$ cat src/hdl/ldc_pkg.sv
// package for the leader clustering block: widths, defaults, state codes
// no dependencies
package ldc_pkg;
   localparam int unsigned DefMaxClusters = 64;
   localparam int unsigned DefMaxPoints = 65536;
   localparam int unsigned CoordW = 16;
   localparam int unsigned IdxW = 6;
   localparam int unsigned MemberW = 17;
   localparam int unsigned CountW = 7;
   localparam int unsigned ThreshW = 33;
   localparam int unsigned DistW = 34;

   typedef enum logic [7:0] {
      ST_IDLE  = 8'b0000_0001,
      ST_READ  = 8'b0000_0010,
      ST_SCAN  = 8'b0000_0100,
      ST_DECIDE = 8'b0000_1000,
      ST_FETCH = 8'b0001_0000,
      ST_DIVX  = 8'b0010_0000,
      ST_DIVY  = 8'b0100_0000,
      ST_DONE  = 8'b1000_0000
   } state_type;

   typedef struct packed {
      logic start;
      logic busy;
   } div_ctl_type;
endpackage

$ cat src/hdl/ldc_div.sv
// restoring divider, one quotient bit per cycle, shared for both centroid axes
// depends on ldc_pkg
module ldc_div import ldc_pkg::*; #(
   parameter int unsigned NumW = 33,
   parameter int unsigned DenW = 17
) (
   input  logic clock,
   input  logic reset,
   input  logic start,
   input  logic [NumW-1:0] num,
   input  logic [DenW-1:0] den,
   output logic done,
   output logic [NumW-1:0] quot
);
   localparam int unsigned CntW = $clog2(NumW + 1);
   logic [NumW-1:0] q_ff, q_in;
   logic [DenW:0] r_ff, r_in;
   logic [DenW-1:0] d_ff, d_in;
   logic [CntW-1:0] cnt_ff, cnt_in;
   logic run_ff, run_in, done_ff, done_in;
   logic [DenW:0] trial;

   always_comb begin
      q_in = q_ff;
      r_in = r_ff;
      d_in = d_ff;
      cnt_in = cnt_ff;
      run_in = run_ff;
      done_in = 1'b0;
      trial = {r_ff[DenW-1:0], q_ff[NumW-1]};
      if (start) begin
         q_in = num;
         r_in = '0;
         d_in = den;
         cnt_in = CntW'(NumW);
         run_in = 1'b1;
      end else if (run_ff) begin
         if (trial >= {1'b0, d_ff}) begin
            r_in = trial - {1'b0, d_ff};
            q_in = {q_ff[NumW-2:0], 1'b1};
         end else begin
            r_in = trial;
            q_in = {q_ff[NumW-2:0], 1'b0};
         end
         cnt_in = cnt_ff - 1'b1;
         if (cnt_ff == CntW'(1)) begin
            run_in = 1'b0;
            done_in = 1'b1;
         end
      end
   end

   always_ff @(posedge clock) begin
      if (reset) begin
         run_ff <= 1'b0;
         done_ff <= 1'b0;
         cnt_ff <= '0;
      end else begin
         run_ff <= run_in;
         done_ff <= done_in;
         cnt_ff <= cnt_in;
      end
      q_ff <= q_in;
      r_ff <= r_in;
      d_ff <= d_in;
   end

   assign done = done_ff;
   assign quot = q_ff;
endmodule

$ cat config.mk
export PLATFORM = sky130hd
export DESIGN_NAME = ldc_div
export DESIGN_NICKNAME = d
export VERILOG_FILES = /design/src/hdl/ldc_pkg.sv /design/src/hdl/ldc_div.sv
export SDC_FILE = /design/constraint.sdc
export NUM_CORES = 1
export LEC_CHECK = 0
export ABC_AREA = 1
export BUFFER_PORTS_ARGS = -buffer_cell sky130_fd_sc_hd__buf_2
export CAP_MARGIN = 25
export CELL_PAD_IN_SITES_DETAIL_PLACEMENT = 1
export CELL_PAD_IN_SITES_GLOBAL_PLACEMENT = 2
export CORE_ASPECT_RATIO = 0.5
export CORE_MARGIN = 10
export CORE_UTILIZATION = 25
export DETAILED_ROUTE_END_ITERATION = 6
export PLACE_DENSITY = 0.66
export SLEW_MARGIN = 10
export SYNTH_ARGS = -nofsm -noshare
export SYNTH_HDL_FRONTEND = slang
export SYNTH_SLANG_ARGS = --single-unit
$ cat constraint.sdc
create_clock -name clock -period 5.4 [get_ports clock]
set_input_delay 1.08 -clock clock [delete_from_list [all_inputs] [get_ports clock]]
set_output_delay 1.08 -clock clock [all_outputs]
set_load 0.01 [all_outputs]
==> flow_summary.json <==
{
  "status": "complete, no violations",
  "area_delta_synth_final_pct": 21.82,
  "slowest_delay_ns": 0.47,
  "place_congestion": 0.7455,
  "antenna_found_initial": 1,
  "num_vias": 3733,
  "ctsResizeCount": 0,
  "cts_tree": "done",
  "synth_compound_gate_area_share_pct": 3.530,
  "critPathBufInv": 2,
  "synth_common_cells": "nand2_1 (232), inv_1 (86), edfxtp_1 (50), nand3_1 (40), dfxtp_1 (25)",
  "p_total_mw": 1.495,
  "syn_area_per_cell_um2": 7.673,
  "min_period_ns": 2.671,
  "syn_inst": 559,
  "coreArea_mm2": 0.01660,
  "synth_edf_count": 50,
  "yosysWarnings": 0,
  "relSlewSlack_pct": 44.81,
  "cts-buffers-inserted": 9,
  "antenna_cells": 0,
  "grt_max_degree": 53,
  "synthAdderAreaFrac_pct": 6.009,
  "yosys.cell_count.top_type": "nand2_1",
  "synth_area_leader_cell": "edfxtp_1",
  "clock_skew_ns": 0.01069,
  "cp-end-kind": "flop",
  "ys_ff_latch": 75,
  "synth-xor-area-share_pct": 1.429,
  "worstHoldPathType": "reg -> reg",
  "setup_tns_ns": 0,
  "drc": 0,
  "wirelength_um": 13000,
  "synth.area.top_cells": "edfxtp_1 (35%), nand2_1 (20%), dfxtp_1 (12%)",
  "clkSlewWorstSetupHoldPaths_ns": 0.07,
  "wl_per_cell_um": 14.80,
  "postSynth.asyncResetShare_pct": 0,
  "row_count": 33,
  "hold_viol_final": 0,
  "io_buffers": 86,
  "clock.fmax_mhz": 374.4,
  "arrival_ns": 2.96,
  "grt_usage_pct": 11.63,
  "cts_hold_buffers": 0,
  "dp_hpwl_um": 9687,
  "critPathLaunchType": "flop",
  "nFillCells": 2081,
  "nets": 719,
  "first_pass_iters": 4,
  "cts_buffer_depth": 2,
  "final_max_slew_viol_count": 0,
  "regArea_mm2": 0.002002,
  "clockRootBuffer": "clkbuf_16",
  "ir_drop_v": 0.0001320,
  "dpl_cell_area_mm2": 0.004935,
  "layout_setup_ws_ns": 2.729,
  "design_area_mm2": 0.005225,
  "maxCapViolations": 0,
  "cts_setup_buffers": 0,
  "crit_type": "reg -> reg",
  "io_pins": 87,
  "cp_slowest_cell": "fa_1",
  "synth_area_mm2": 0.004289,
  "cp_top_family": "simple AND/OR/NAND/NOR gates",
  "clk_latency_ns": 0.34,
  "drtIter0Drc": 139,
  "multi_input_area_mm2": 0.001854,
  "finalSetupViolCount": 0,
  "path_cells": "inv_1 > ha_1 > inv_1 > fa_1 > nand3_1 > nand3_2 > nand2_2 > nand2_2 > nand2_1 > nand3_1 > nand2_1",
  "place_ws_ns": 2.282,
  "drive_gt1_share_pct": 18.43,
  "tightestPinTransition_ns": 0.8270,
  "critPathRequiredTime_ns": 5.69,
  "yosysUniqueCellTypes": 34,
  "power_leakage_nw": 2.706,
  "die_w_um": 205.2,
  "rsz0062_at_grt": "no",
  "vias_per_cell": 4.252,
  "postRouteAntennaNets": 0,
  "grt_pass1_vias": 4085,
  "die-area_mm2": 0.02311,
  "synth-simple-area-share_pct": 32.21,
  "yosysSeqAreaShare_pct": 46.67,
  "die_h_um": 112.6,
  "grt_first_pass_wirelength_um": 21470,
  "period_share_pct": 49.46,
  "cts.sinks": 75,
  "synth_top_area_share_pct": 35.01,
  "initial_utilization_pct": 25.84,
  "cellPowerDensity_mw_per_mm2": 286.0,
  "muxShareOfSynthArea_pct": 0,
  "ys.flop_type": "edfxtp_1",
  "grt_overflow": 0,
  "htreeDepth": 3,
  "syn_nets": 632,
  "cp_max_fo": 20,
  "synth_top_family_by_area": "simple AND/OR/NAND/NOR gates"
}
[worst reg2reg max path, cell delays in order, from the launching register on]
cell and delay (ns):
edfxtp_1 0.37, inv_1 0.09, ha_1 0.15, inv_1 0.07
fa_1 0.47, nand3_1 0.17, nand3_2 0.10, nand2_2 0.43
nand2_2 0.39, nand2_1 0.16, nand3_1 0.12, nand2_1 0.10
[flip-flops by register name (all words and copies together), names as in the netlist]
signal and count:
done 1, r_ff 17, d_ff 17, cnt_ff 6
quot 33, run_ff 1
[metal layers]
layer  up-vias  global-route usage [%]  part of all wire [%]
li1       1934                       -                     -
met1      1726                   14.69                    49
met2        65                   18.19                    44
met3         8                   4.449                   6.0
met4         0                   3.116                   1.1
met5         -                       0                     0
[final timing paths]
kind,slack (ns),start,to,cells after the start
worst min-delay path,0.47,r_ff[16]$_SDFFE_PP0P_,r_ff[16]$_SDFFE_PP0P_,2
worst min register to register,0.47,r_ff[16]$_SDFFE_PP0P_,r_ff[16]$_SDFFE_PP0P_,2
worst max-delay path,2.73,quot[32]$_DFFE_PP_,r_ff[9]$_SDFFE_PP0P_,11
worst max register to register,2.73,quot[32]$_DFFE_PP_,r_ff[9]$_SDFFE_PP0P_,11
[cell type report]
class                           instances  share of cell area, %
Tap cell                              227                  5.436
Sequential cell                        75                  38.31
Timing Repair Buffer                   91                  8.956
Multi-Input combinational cell        382                  35.49
Inverter                               87                  6.250
Clock inverter                          7                  1.245
Clock buffer                            9                  4.310
[cells by family (layout without fill, tap and decap cells)]
| group | after synthesis | after routing |
|---|---|---|
| AOI/OAI and AO/OA | 28 | 28 |
| buffers and inverters | 102 | 194 |
| adders and majority gates | 20 | 20 |
| DFF | 75 | 75 |
| xor gates and xnor gates | 7 | 7 |
| and+or+nand+nor | 327 | 327 |
[per-stage QoR]
stage,hold WS [ns],cells,util (%)
after floorplan,0.4395,559,-
after global placement,0.4601,862,29.73
after detailed placement,0.4651,862,29.73
after CTS,0.4776,878,31.48
after global routing,0.5068,878,31.48
final,0.4748,878,31.48
[power breakdown]
group / internal [mW] / switching (mW) / total (mW)
clock: 0.326 / 0.284 / 0.610
combinational: 0.0739 / 0.125 / 0.199
sequential: 0.663 / 0.0228 / 0.685
[layout by cell type, fill, tap and decap left out, types with 8 or more instances in the layout]
cell	n
nand2_1	232
inv_1	86
buf_2	86
edfxtp_1	50
nand3_1	40
dfxtp_1	25
nor2_1	21
ha_1	19
a21oi_1	10
o21ai_0	10
clkbuf_16	9
nand3b_1	8
Power figures use the tool's default switching activity.
